==> src/rtl/core/bfpv_pkg.sv <==
// Shared types, codes and helpers for the bit-field packer with LEB128 varints.
package bfpv_pkg;

    localparam int VARINT_BYTE_LIMIT = 10;

    localparam int IN_TDATA_W  = 208;
    localparam int OUT_TDATA_W = 8;
    localparam int OUT_TUSER_W = 4;

    // Command codes; codes 6 and 7 carry no meaning and act as no-ops.
    localparam logic [2:0] CMD_RAW   = 3'd0;
    localparam logic [2:0] CMD_RANGE = 3'd1;
    localparam logic [2:0] CMD_UVAR  = 3'd2;
    localparam logic [2:0] CMD_SVAR  = 3'd3;
    localparam logic [2:0] CMD_ALIGN = 3'd4;
    localparam logic [2:0] CMD_END   = 3'd5;

    // Status codes.
    localparam logic [2:0] STS_OK           = 3'd0;
    localparam logic [2:0] STS_FAILED       = 3'd1;
    localparam logic [2:0] STS_TOO_WIDE     = 3'd2;
    localparam logic [2:0] STS_RANGE_INV    = 3'd3;
    localparam logic [2:0] STS_OUT_OF_RANGE = 3'd4;
    localparam logic [2:0] STS_BAD_LIMIT    = 3'd5;
    localparam logic [2:0] STS_TOO_LONG     = 3'd6;

    typedef enum logic [3:0] {
        ST_IDLE,
        ST_DISPATCH,
        ST_RNG_INV,
        ST_RNG_HI,
        ST_RNG_LO,
        ST_RNG_SPAN,
        ST_RNG_WIDTH,
        ST_PUT,
        ST_ALIGN,
        ST_VAR_BYTE,
        ST_FLUSH,
        ST_FINISH
    } state_t;

    typedef struct packed {
        logic [7:0] out_byte;
        logic       byte_valid;
        logic       last_of_run;
        logic [2:0] status;
    } out_item_t;

    // Operands for the shared subtract/compare and shift-check unit.
    typedef struct packed {
        logic [63:0] sub_a;
        logic [63:0] sub_b;
        logic [63:0] chk_val;
        logic [6:0]  chk_sh;
    } alu_req_t;

    typedef struct packed {
        logic [63:0] diff;   // sub_a - sub_b, modulo 2^64
        logic        neg;    // signed sub_a < signed sub_b
        logic        over;   // chk_val has a set bit at or above chk_sh
    } alu_rsp_t;

    function automatic logic [63:0] zigzag(input logic [63:0] v);
        zigzag = {v[62:0], 1'b0} ^ {64{v[63]}};
    endfunction

    // Payload bits that fit in lim varint bytes: 7 * lim.
    function automatic logic [6:0] varint_bits(input logic [3:0] lim);
        varint_bits = ({3'b000, lim} << 3) - {3'b000, lim};
    endfunction

endpackage

==> src/rtl/core/bit_field_packer_varint_top.sv <==
// Top level of the LSB-first bit packer with LEB128/zigzag varints.
// Flow: a taken command is registered and dispatched, and its first result beat is held in the
// output register; a ranged value first passes the RNG_INV, RNG_HI, RNG_LO and RNG_SPAN states and
// a span width scan. One command at a time, as set by the single shared subtract/shift unit and
// sequencer; a full output register stalls the sequencer and lengthens the command.
// Reset (aresetn low, synchronous): empty partial byte, bit phase 0, stream healthy.
module bit_field_packer_varint_top (
    input  logic                              aclk,
    input  logic                              aresetn,
    input  logic                              s_axis_tvalid,
    output logic                              s_axis_tready,
    // command[2:0], data_value[66:3], bit_width[73:67], range_low[137:74],
    // range_high[201:138], byte_cap[205:202], zero fill [207:206]
    input  logic [bfpv_pkg::IN_TDATA_W-1:0]   s_axis_tdata,
    output logic                              m_axis_tvalid,
    input  logic                              m_axis_tready,
    output logic [bfpv_pkg::OUT_TDATA_W-1:0]  m_axis_tdata,  // out_byte[7:0]
    output logic [bfpv_pkg::OUT_TUSER_W-1:0]  m_axis_tuser,  // byte_valid[0], status[3:1]
    output logic                              m_axis_tlast   // last_of_run
);
    import bfpv_pkg::*;

    alu_req_t  alu_req;
    alu_rsp_t  alu_rsp;
    out_item_t item;
    logic      push;
    logic      out_free;

    // Shared arithmetic: signed compares, range offset and span, high-bit checks.
    bfpv_alu u_alu (
        .req (alu_req),
        .rsp (alu_rsp)
    );

    // Sequencer: unpack the beat fields and step through the command.
    bfpv_seq u_seq (
        .aclk       (aclk),
        .aresetn    (aresetn),
        .in_valid   (s_axis_tvalid),
        .in_ready   (s_axis_tready),
        .command    (s_axis_tdata[2:0]),
        .data_value (s_axis_tdata[66:3]),
        .bit_width  (s_axis_tdata[73:67]),
        .range_low  (s_axis_tdata[137:74]),
        .range_high (s_axis_tdata[201:138]),
        .byte_cap   (s_axis_tdata[205:202]),
        .alu_req    (alu_req),
        .alu_rsp    (alu_rsp),
        .out_free   (out_free),
        .push       (push),
        .item       (item)
    );

    // Hold each result beat until the sink takes it.
    bfpv_obuf u_obuf (
        .aclk          (aclk),
        .aresetn       (aresetn),
        .push          (push),
        .item          (item),
        .out_free      (out_free),
        .m_axis_tvalid (m_axis_tvalid),
        .m_axis_tready (m_axis_tready),
        .m_axis_tdata  (m_axis_tdata),
        .m_axis_tuser  (m_axis_tuser),
        .m_axis_tlast  (m_axis_tlast)
    );

endmodule

==> src/rtl/core/bfpv_alu.sv <==
// Shared 65-bit subtract/compare and high-bit check unit.
module bfpv_alu (
    input  bfpv_pkg::alu_req_t req,
    output bfpv_pkg::alu_rsp_t rsp
);
    import bfpv_pkg::*;

    logic [64:0] wide_diff;
    logic [63:0] shifted;

    assign wide_diff = {req.sub_a[63], req.sub_a} - {req.sub_b[63], req.sub_b};
    assign shifted   = req.chk_val >> req.chk_sh;

    assign rsp.diff = wide_diff[63:0];
    assign rsp.neg  = wide_diff[64];
    assign rsp.over = |shifted;

endmodule

==> src/rtl/core/bfpv_obuf.sv <==
// Output register that parts the sequencer from the result stream.
module bfpv_obuf (
    input  logic                          aclk,
    input  logic                          aresetn,
    input  logic                          push,
    input  bfpv_pkg::out_item_t           item,
    output logic                          out_free,
    output logic                          m_axis_tvalid,
    input  logic                          m_axis_tready,
    output logic [bfpv_pkg::OUT_TDATA_W-1:0] m_axis_tdata,  // out_byte
    output logic [bfpv_pkg::OUT_TUSER_W-1:0] m_axis_tuser,  // byte_valid, status[2:0]
    output logic                          m_axis_tlast    // last_of_run
);
    import bfpv_pkg::*;

    logic      valid_reg;
    logic      valid_next;
    out_item_t item_reg;

    assign out_free = !valid_reg || m_axis_tready;

    always_comb begin
        valid_next = valid_reg;
        if (push) begin
            valid_next = 1'b1;
        end else if (m_axis_tready) begin
            valid_next = 1'b0;
        end
    end

    always_ff @(posedge aclk) begin
        if (!aresetn) begin
            valid_reg <= 1'b0;
        end else begin
            valid_reg <= valid_next;
        end
    end

    always_ff @(posedge aclk) begin
        if (push) begin
            item_reg <= item;
        end
    end

    assign m_axis_tvalid = valid_reg;
    assign m_axis_tdata  = item_reg.out_byte;
    assign m_axis_tuser  = {item_reg.status, item_reg.byte_valid};
    assign m_axis_tlast  = item_reg.last_of_run;

endmodule

==> src/rtl/core/bfpv_seq.sv <==
// Command sequencer: bit phase, partial byte, health flag and emission steps.
module bfpv_seq (
    input  logic                aclk,
    input  logic                aresetn,
    input  logic                in_valid,
    output logic                in_ready,
    input  logic [2:0]          command,
    input  logic [63:0]         data_value,
    input  logic [6:0]          bit_width,
    input  logic [63:0]         range_low,
    input  logic [63:0]         range_high,
    input  logic [3:0]          byte_cap,
    output bfpv_pkg::alu_req_t  alu_req,
    input  bfpv_pkg::alu_rsp_t  alu_rsp,
    input  logic                out_free,
    output logic                push,
    output bfpv_pkg::out_item_t item
);
    import bfpv_pkg::*;

    state_t      state_reg, state_next;
    logic [2:0]  cmd_reg;
    logic [63:0] val_reg, lo_reg, hi_reg, hi_next;
    logic [6:0]  width_reg;
    logic [3:0]  limit_reg;
    logic [63:0] work_reg, work_next;
    logic [6:0]  cnt_reg, cnt_next;
    logic [3:0]  vcnt_reg, vcnt_next;
    logic [7:0]  pending_reg, pending_next;
    logic [2:0]  phase_reg, phase_next;
    logic        healthy_reg, healthy_next;
    logic [2:0]  status_reg, status_next;
    logic        emitted_reg, emitted_next;

    logic        accept;
    logic        is_var;
    logic        bad_limit;
    logic        raw_bad;
    logic [3:0]  room;
    logic [3:0]  take;
    logic [7:0]  chunk_mask;
    logic [7:0]  merged;
    logic [3:0]  new_phase;
    logic [6:0]  cnt_rem;
    logic        byte_done;
    logic        put_stall;
    logic [63:0] var_rest;
    logic        var_cont;
    logic        var_last;
    logic        scan_wide;
    logic        scan_any;

    assign in_ready = (state_reg == ST_IDLE);
    assign accept   = in_valid && in_ready;

    assign is_var    = (cmd_reg == CMD_UVAR) || (cmd_reg == CMD_SVAR);
    assign bad_limit = (limit_reg == 4'd0) || (limit_reg > 4'(VARINT_BYTE_LIMIT));
    assign raw_bad   = (width_reg > 7'd64) || alu_rsp.over;

    // Bit emission step.
    assign room       = 4'd8 - {1'b0, phase_reg};
    assign take       = (cnt_reg < {3'b000, room}) ? cnt_reg[3:0] : room;
    assign chunk_mask = 8'hff >> (4'd8 - take);
    assign merged     = pending_reg | ((work_reg[7:0] & chunk_mask) << phase_reg);
    assign new_phase  = {1'b0, phase_reg} + take;
    assign cnt_rem    = cnt_reg - {3'b000, take};
    assign byte_done  = new_phase[3];
    assign put_stall  = byte_done && !out_free;

    // Varint byte step.
    assign var_rest = work_reg >> 7;
    assign var_cont = |var_rest;
    assign var_last = !var_cont || ((vcnt_reg + 4'd1) == limit_reg);

    // Span width scan: a byte at a time, then a bit at a time.
    assign scan_wide = |hi_reg[63:8];
    assign scan_any  = |hi_reg;

    // Operand selection for the shared unit.
    always_comb begin
        alu_req.sub_a   = hi_reg;
        alu_req.sub_b   = lo_reg;
        alu_req.chk_val = (cmd_reg == CMD_SVAR) ? zigzag(val_reg) : val_reg;
        alu_req.chk_sh  = (cmd_reg == CMD_RAW) ? width_reg : varint_bits(limit_reg);
        unique case (state_reg)
            ST_RNG_HI: begin
                alu_req.sub_a = hi_reg;
                alu_req.sub_b = val_reg;
            end
            ST_RNG_LO: begin
                alu_req.sub_a = val_reg;
                alu_req.sub_b = lo_reg;
            end
            default: begin
                alu_req.sub_a = hi_reg;
                alu_req.sub_b = lo_reg;
            end
        endcase
    end

    // Next state.
    always_comb begin
        state_next = state_reg;
        unique case (state_reg)
            ST_IDLE: begin
                if (in_valid) state_next = ST_DISPATCH;
            end
            ST_DISPATCH: begin
                priority if (cmd_reg == CMD_END) begin
                    state_next = (phase_reg != 3'd0) ? ST_FLUSH : ST_FINISH;
                end else if (!healthy_reg) begin
                    state_next = ST_FINISH;
                end else if (cmd_reg == CMD_RAW) begin
                    state_next = (raw_bad || width_reg == 7'd0) ? ST_FINISH : ST_PUT;
                end else if (cmd_reg == CMD_RANGE) begin
                    state_next = ST_RNG_INV;
                end else if (is_var) begin
                    if (bad_limit) begin
                        state_next = ST_FINISH;
                    end else begin
                        state_next = (phase_reg != 3'd0) ? ST_ALIGN : ST_VAR_BYTE;
                    end
                end else if (cmd_reg == CMD_ALIGN) begin
                    state_next = (phase_reg != 3'd0) ? ST_ALIGN : ST_FINISH;
                end else begin
                    state_next = ST_FINISH;
                end
            end
            ST_RNG_INV:  state_next = alu_rsp.neg ? ST_FINISH : ST_RNG_HI;
            ST_RNG_HI:   state_next = alu_rsp.neg ? ST_FINISH : ST_RNG_LO;
            ST_RNG_LO:   state_next = alu_rsp.neg ? ST_FINISH : ST_RNG_SPAN;
            ST_RNG_SPAN: state_next = ST_RNG_WIDTH;
            ST_RNG_WIDTH: begin
                if (!scan_any) state_next = (cnt_reg == 7'd0) ? ST_FINISH : ST_PUT;
            end
            ST_PUT: begin
                if (!put_stall && cnt_rem == 7'd0) state_next = ST_FINISH;
            end
            ST_ALIGN: begin
                if (out_free) state_next = is_var ? ST_VAR_BYTE : ST_FINISH;
            end
            ST_VAR_BYTE: begin
                if (out_free && var_last) state_next = ST_FINISH;
            end
            ST_FLUSH: begin
                if (out_free) state_next = ST_FINISH;
            end
            ST_FINISH: begin
                if (emitted_reg || out_free) state_next = ST_IDLE;
            end
        endcase
    end

    // Datapath updates and result pushes.
    always_comb begin
        work_next    = work_reg;
        cnt_next     = cnt_reg;
        vcnt_next    = vcnt_reg;
        hi_next      = hi_reg;
        pending_next = pending_reg;
        phase_next   = phase_reg;
        healthy_next = healthy_reg;
        status_next  = status_reg;
        emitted_next = emitted_reg;
        push         = 1'b0;
        item         = '{out_byte: pending_reg, byte_valid: 1'b1,
                         last_of_run: 1'b1, status: status_reg};
        if (accept) hi_next = range_high;
        unique case (state_reg)
            ST_IDLE: begin
            end
            ST_DISPATCH: begin
                emitted_next = 1'b0;
                status_next  = STS_OK;
                vcnt_next    = 4'd0;
                priority if (cmd_reg == CMD_END) begin
                    status_next  = healthy_reg ? STS_OK : STS_FAILED;
                    healthy_next = 1'b1;
                end else if (!healthy_reg) begin
                    status_next = STS_FAILED;
                end else if (cmd_reg == CMD_RAW) begin
                    if (raw_bad && width_reg != 7'd0) begin
                        status_next  = STS_TOO_WIDE;
                        healthy_next = 1'b0;
                    end
                    work_next = val_reg;
                    cnt_next  = width_reg;
                end else if (is_var) begin
                    work_next = alu_req.chk_val;
                    if (bad_limit) begin
                        status_next  = STS_BAD_LIMIT;
                        healthy_next = 1'b0;
                    end else if (alu_rsp.over) begin
                        status_next  = STS_TOO_LONG;
                        healthy_next = 1'b0;
                    end
                end else begin
                    // Ranged values check in the next steps; align and spare codes hold here.
                end
            end
            ST_RNG_INV: begin
                if (alu_rsp.neg) begin
                    status_next  = STS_RANGE_INV;
                    healthy_next = 1'b0;
                end
            end
            ST_RNG_HI: begin
                if (alu_rsp.neg) begin
                    status_next  = STS_OUT_OF_RANGE;
                    healthy_next = 1'b0;
                end
            end
            ST_RNG_LO: begin
                work_next = alu_rsp.diff;
                if (alu_rsp.neg) begin
                    status_next  = STS_OUT_OF_RANGE;
                    healthy_next = 1'b0;
                end
            end
            ST_RNG_SPAN: begin
                hi_next  = alu_rsp.diff;
                cnt_next = 7'd0;
            end
            ST_RNG_WIDTH: begin
                if (scan_wide) begin
                    hi_next  = hi_reg >> 8;
                    cnt_next = cnt_reg + 7'd8;
                end else if (scan_any) begin
                    hi_next  = hi_reg >> 1;
                    cnt_next = cnt_reg + 7'd1;
                end
            end
            ST_PUT: begin
                if (!put_stall) begin
                    work_next = work_reg >> take;
                    cnt_next  = cnt_rem;
                    if (byte_done) begin
                        push         = 1'b1;
                        item         = '{out_byte: merged, byte_valid: 1'b1,
                                         last_of_run: (cnt_rem < 7'd8), status: status_reg};
                        pending_next = 8'd0;
                        phase_next   = 3'd0;
                        emitted_next = 1'b1;
                    end else begin
                        pending_next = merged;
                        phase_next   = new_phase[2:0];
                    end
                end
            end
            ST_ALIGN: begin
                if (out_free) begin
                    push         = 1'b1;
                    item         = '{out_byte: pending_reg, byte_valid: 1'b1,
                                     last_of_run: (cmd_reg == CMD_ALIGN), status: status_reg};
                    pending_next = 8'd0;
                    phase_next   = 3'd0;
                    emitted_next = 1'b1;
                end
            end
            ST_VAR_BYTE: begin
                if (out_free) begin
                    push         = 1'b1;
                    item         = '{out_byte: {var_cont, work_reg[6:0]}, byte_valid: 1'b1,
                                     last_of_run: var_last, status: status_reg};
                    work_next    = var_rest;
                    vcnt_next    = vcnt_reg + 4'd1;
                    emitted_next = 1'b1;
                end
            end
            ST_FLUSH: begin
                if (out_free) begin
                    push         = 1'b1;
                    pending_next = 8'd0;
                    phase_next   = 3'd0;
                    emitted_next = 1'b1;
                end
            end
            ST_FINISH: begin
                if (!emitted_reg && out_free) begin
                    push = 1'b1;
                    item = '{out_byte: 8'd0, byte_valid: 1'b0,
                             last_of_run: 1'b1, status: status_reg};
                end
            end
        endcase
    end

    always_ff @(posedge aclk) begin
        if (!aresetn) begin
            state_reg   <= ST_IDLE;
            pending_reg <= 8'd0;
            phase_reg   <= 3'd0;
            healthy_reg <= 1'b1;
        end else begin
            state_reg   <= state_next;
            pending_reg <= pending_next;
            phase_reg   <= phase_next;
            healthy_reg <= healthy_next;
        end
    end

    always_ff @(posedge aclk) begin
        if (accept) begin
            cmd_reg   <= command;
            val_reg   <= data_value;
            width_reg <= bit_width;
            lo_reg    <= range_low;
            limit_reg <= byte_cap;
        end
        hi_reg      <= hi_next;
        work_reg    <= work_next;
        cnt_reg     <= cnt_next;
        vcnt_reg    <= vcnt_next;
        status_reg  <= status_next;
        emitted_reg <= emitted_next;
    end

`ifndef NO_ASSERTIONS
    a_push_room: assert property (@(posedge aclk) disable iff (!aresetn)
        push |-> out_free)
        else $error("result pushed while output register is occupied");

    a_var_aligned: assert property (@(posedge aclk) disable iff (!aresetn)
        (state_reg == ST_VAR_BYTE) |-> (phase_reg == 3'd0))
        else $error("varint byte emitted on an unaligned stream");

    a_var_limit: assert property (@(posedge aclk) disable iff (!aresetn)
        (state_reg == ST_VAR_BYTE) |-> (vcnt_reg < limit_reg))
        else $error("varint ran past its byte limit");

    a_put_bits: assert property (@(posedge aclk) disable iff (!aresetn)
        (state_reg == ST_PUT) |-> (cnt_reg != 7'd0))
        else $error("bit emission entered with nothing to write");

    a_end_heals: assert property (@(posedge aclk) disable iff (!aresetn)
        (state_reg == ST_DISPATCH && cmd_reg == CMD_END) |=> healthy_reg)
        else $error("end did not restore stream health");
`endif

endmodule
==> config.mk <==
export PLATFORM = sky130hd
export DESIGN_NAME = bit_field_packer_varint_top
export DESIGN_NICKNAME = d
export VERILOG_FILES = /design/src/rtl/core/bfpv_pkg.sv /design/src/rtl/core/bit_field_packer_varint_top.sv /design/src/rtl/core/bfpv_alu.sv /design/src/rtl/core/bfpv_obuf.sv /design/src/rtl/core/bfpv_seq.sv
export SDC_FILE = /design/constraint.sdc
export NUM_CORES = 1
export LEC_CHECK = 0
export BUFFER_PORTS_ARGS = -buffer_cell sky130_fd_sc_hd__buf_2
export CAP_MARGIN = 10
export CORE_MARGIN = 2
export CORE_UTILIZATION = 30
export CTS_BUF_LIST = sky130_fd_sc_hd__clkbuf_2
export DETAILED_ROUTE_END_ITERATION = 16
export GPL_TIMING_DRIVEN = 0
export PLACE_DENSITY = 0.48
export REMOVE_ABC_BUFFERS = 1
export SYNTH_ARGS = -nofsm -noshare
export SYNTH_HDL_FRONTEND = slang
export SYNTH_SLANG_ARGS = --single-unit
==> constraint.sdc <==
create_clock -name aclk -period 7 [get_ports aclk]
set_input_delay 1.4 -clock aclk [delete_from_list [all_inputs] [get_ports aclk]]
set_output_delay 1.4 -clock aclk [all_outputs]
set_load 0.05 [all_outputs]
==> out/metrics.cfg <==
[synthesis]
ys_seq_area_frac = 0.342
ys_types = 89
syn_inst = 2840
ys_seq_elements = 315
ys_warn_count = 0
syn_area_sq_mm = 0.0253
synth_edf_count = 234
async_flop_share = 0
synthFlopType = edfxtp_1
syn_area_per_cell_sq_um = 8.90

[timing]
skew_ns = 0.139
post-route-period-util = 0.956
hold_viol_final = 0
layout_setup_ws_ns = 0.308
worstMarginPinSlew_ns = 1.15
max_slew_margin = 0.228
final_max_slew_viol_count = 0
fmax_mhz = 149
finalCriticalPeriod_ns = 6.69
setup_violations = 0

[floorplan]
io-pin-count = 227
rows = 106
die_x_um = 294
initial_utilization = 0.302
die_area_sq_mm = 0.0866
core_sq_mm = 0.0836
chipHeight_um = 294

[detailed_routing]
drt_iter0_drc = 2167
wl_per_cell_um = 23.6
vias = 23700
firstDrtPassIters = 6
drtAntennaViolNets = 0
drcViolationCount = 0
viasPerCell = 5.65
drt_wl_total_um = 99100

[finish]
nets = 3325
area_delta_synth_final_pct = 14.7
multi_input_area_sq_mm = 0.0158
design_area_sq_mm = 0.0290
utilization = 0.347
fillCellCount = 8829
regArea_sq_mm = 0.00865
drive_above_1_share = 0.172

[clocking]
ctsLongestPathBuffers = 3
cts_made_buffers = 96
htree_num_levels = 3
cts.sinks = 315
clk_latency_ns = 1.27
cts_tree = done
clkTransAtPathRegs_ns = 0.12
cts_root_buf = clkbuf_2

[global_routing]
antenna_found_initial = 1
first_global_vias = 22900
grt_max_degree = 111
grt_overflow = 0
grt_pass1_wl_um = 148000
grt_usage = 0.224

[place]
dp.final_hpwl_um = 75200
gp_congestion = 0.880
io_buffers = 224
dpl-instance-area_sq_mm = 0.0280
pre_cts_ws_ns = -0.433

[worst_setup_path]
reg2reg_from = u_seq.phase_reg[0]
reg2reg_slack_ns = 0.31
cp-end-kind = flip-flop
crit_start = u_seq.phase_reg[0]
worst-setup-path-type = flip-flop to flip-flop
critPathCapture = u_seq.work_reg[19]
arrival_ns = 7.57
cp_max_fo = 36
crit_required_ns = 7.88
r2r_cells = 18
worstSetupStartpointType = flip-flop
worstReg2RegEnd = u_seq.work_reg[19]

[run_status]
status = finished clean

[power_and_ir_drop]
p_int_mw = 6.31
vdd.ir_drop.worst_mv = 0.169
switching_share = 0.520
clkPwrFrac = 0.116
power.density_mw_per_mm2 = 454
switchingPower_mw = 6.83
combPwrFrac = 0.606
p_leak_nw = 11.2
total_power_mw = 13.1
share_seq_of_total_power = 0.278

[worst_hold_path]
hp-class = input port to flip-flop

[flow_run]
maxCapViolations = 0

## cells in the final DEF, fill, tap and decap left out, types with 18 or more instances in the layout
cell and n:
xor2_1 91, nor4_1 41, nor2b_1 20, ha_1 79, nand4_1 25, buf_2 225, o211ai_1 37, a21o_1 63
nand2_1 401, buf_12 18, inv_1 44, mux2i_1 369, a211oi_1 27, o221ai_1 79, a21oi_1 152, xnor2_1 55
nor3_1 37, clkinv_1 24, dfxtp_1 79, clkbuf_2 146, o21ai_0 157, nor2_1 215, a31oi_1 30, a221oi_1 19
edfxtp_1 234, nand3_1 67
## per-stage QoR
stage | hold WS [ns] | std cells | TNS [ns]
after global placement | 0.408 | 3955 | -2268.04
after floorplan | 0.400 | 2651 | -415.83
after global routing | 0.229 | 4194 | -0.0259
after detailed placement | 0.415 | 4007 | -3.35
after CTS | 0.172 | 4188 | 0
final | 0.299 | 4194 | 0
## cell families (layout without fill, tap and decap cells)
logic type                 after synthesis  after routing  share of synthesized area
adders and majority gates               82             82                     0.0412
other                                    0              1                          0
DFF                                    315            315                      0.342
AOI/OAI and AO/OA                      773            773                      0.211
buffers and inverters                  238            511                     0.0397
and+or+nand+nor                        890            890                      0.156
xor gates and xnor gates               146            146                     0.0506
muxes                                  396            396                      0.160
## per-layer routing
layer,share of wire,vias up,track usage,wire [um]
li1,-,11200,-,-
met1,0.44,11600,0.293,43600
met2,0.48,789,0.376,47500
met3,0.054,131,0.0335,5340
met4,0.027,0,0.0733,2660
met5,0,-,0,0
## layout make-up
type	count	share of cell area
multi-input combinational	2287	0.545
sequential	315	0.299
timing repair buffer	283	0.0720
tap	1080	0.0466
clock buffer	146	0.0252
inverter	49	0.00674
clock inverter	33	0.00548
antenna	1	0.0000864
## synth_stat cells, drive strengths merged, types with 16 or more instances
master,n,share of area
nor2,221,0.033
o21a,17,0.0051
ha,79,0.039
o211ai,37,0.011
nand2,405,0.060
a211oi,32,0.010
mux2,18,0.0082
clkbuf,124,0.018
a22oi,16,0.0048
buf,65,0.014
a31oi,31,0.0079
nor2b,20,0.0050
o21bai,17,0.0051
a21oi,154,0.031
a21o,63,0.019
edfxtp,234,0.28
o221a,17,0.0076
nand3,69,0.014
xnor2,55,0.019
o22ai,17,0.0042
inv,48,0.0071
o21ai,168,0.033
a221o,17,0.0067
nor3,41,0.0083
a221oi,19,0.0066
mux2i,376,0.15
xor2,91,0.032
nor4,42,0.010
o221ai,79,0.027
nand4,25,0.0062
dfxtp,81,0.064
## power groups by stage
stage                     Combinational, mW  Sequential (mW)  Clock [mW]
after floorplan                        5.41             3.38           0
after global placement                 7.76             3.81           0
after detailed placement               7.84             3.67           0
after CTS                              7.89             3.63        1.59
after global routing                   8.67             3.70        1.69
final                                  7.97             3.65        1.52
## how the worst min path moves through the flow
stage                        startpoint                      to  slack [ns]  cells after the start
finish                s_axis_tdata[113]        u_seq.lo_reg[39]        0.30                      1
global placement    u_seq.status_reg[0]  u_obuf.m_axis_tuser[1]        0.41                      0
CTS                   s_axis_tdata[113]        u_seq.lo_reg[39]        0.17                      1
detailed placement  u_seq.status_reg[2]  u_obuf.m_axis_tuser[3]        0.41                      0
global route          s_axis_tdata[113]        u_seq.lo_reg[39]        0.23                      1
floorplan           u_seq.status_reg[0]  u_obuf.m_axis_tuser[1]        0.40                      0
## critical path: stages, from the launching register on
cell and delay, ns:
dfxtp_1 0.71, clkinv_1 0.40, ha_1 0.54, nor2b_1 0.14, o21bai_1 0.18, maj3_2 0.32, a21oi_2 0.81, mux2i_4 0.42
buf_16 0.20, inv_2 0.20, buf_12 0.26, ha_1 0.33, a21oi_1 0.17, xnor2_1 0.22, nand2_1 0.24, a21oi_1 0.12
nor2_4 0.58, buf_12 0.27, buf_12 0.21
## timing repair
action                     CTS  global route
hold buffers                 0             0
setup buffers                2             5
resized for setup            4             5
setup endpoints to repair   37            36
pin swaps                    0             1
(Power assumes the default switching activity.)
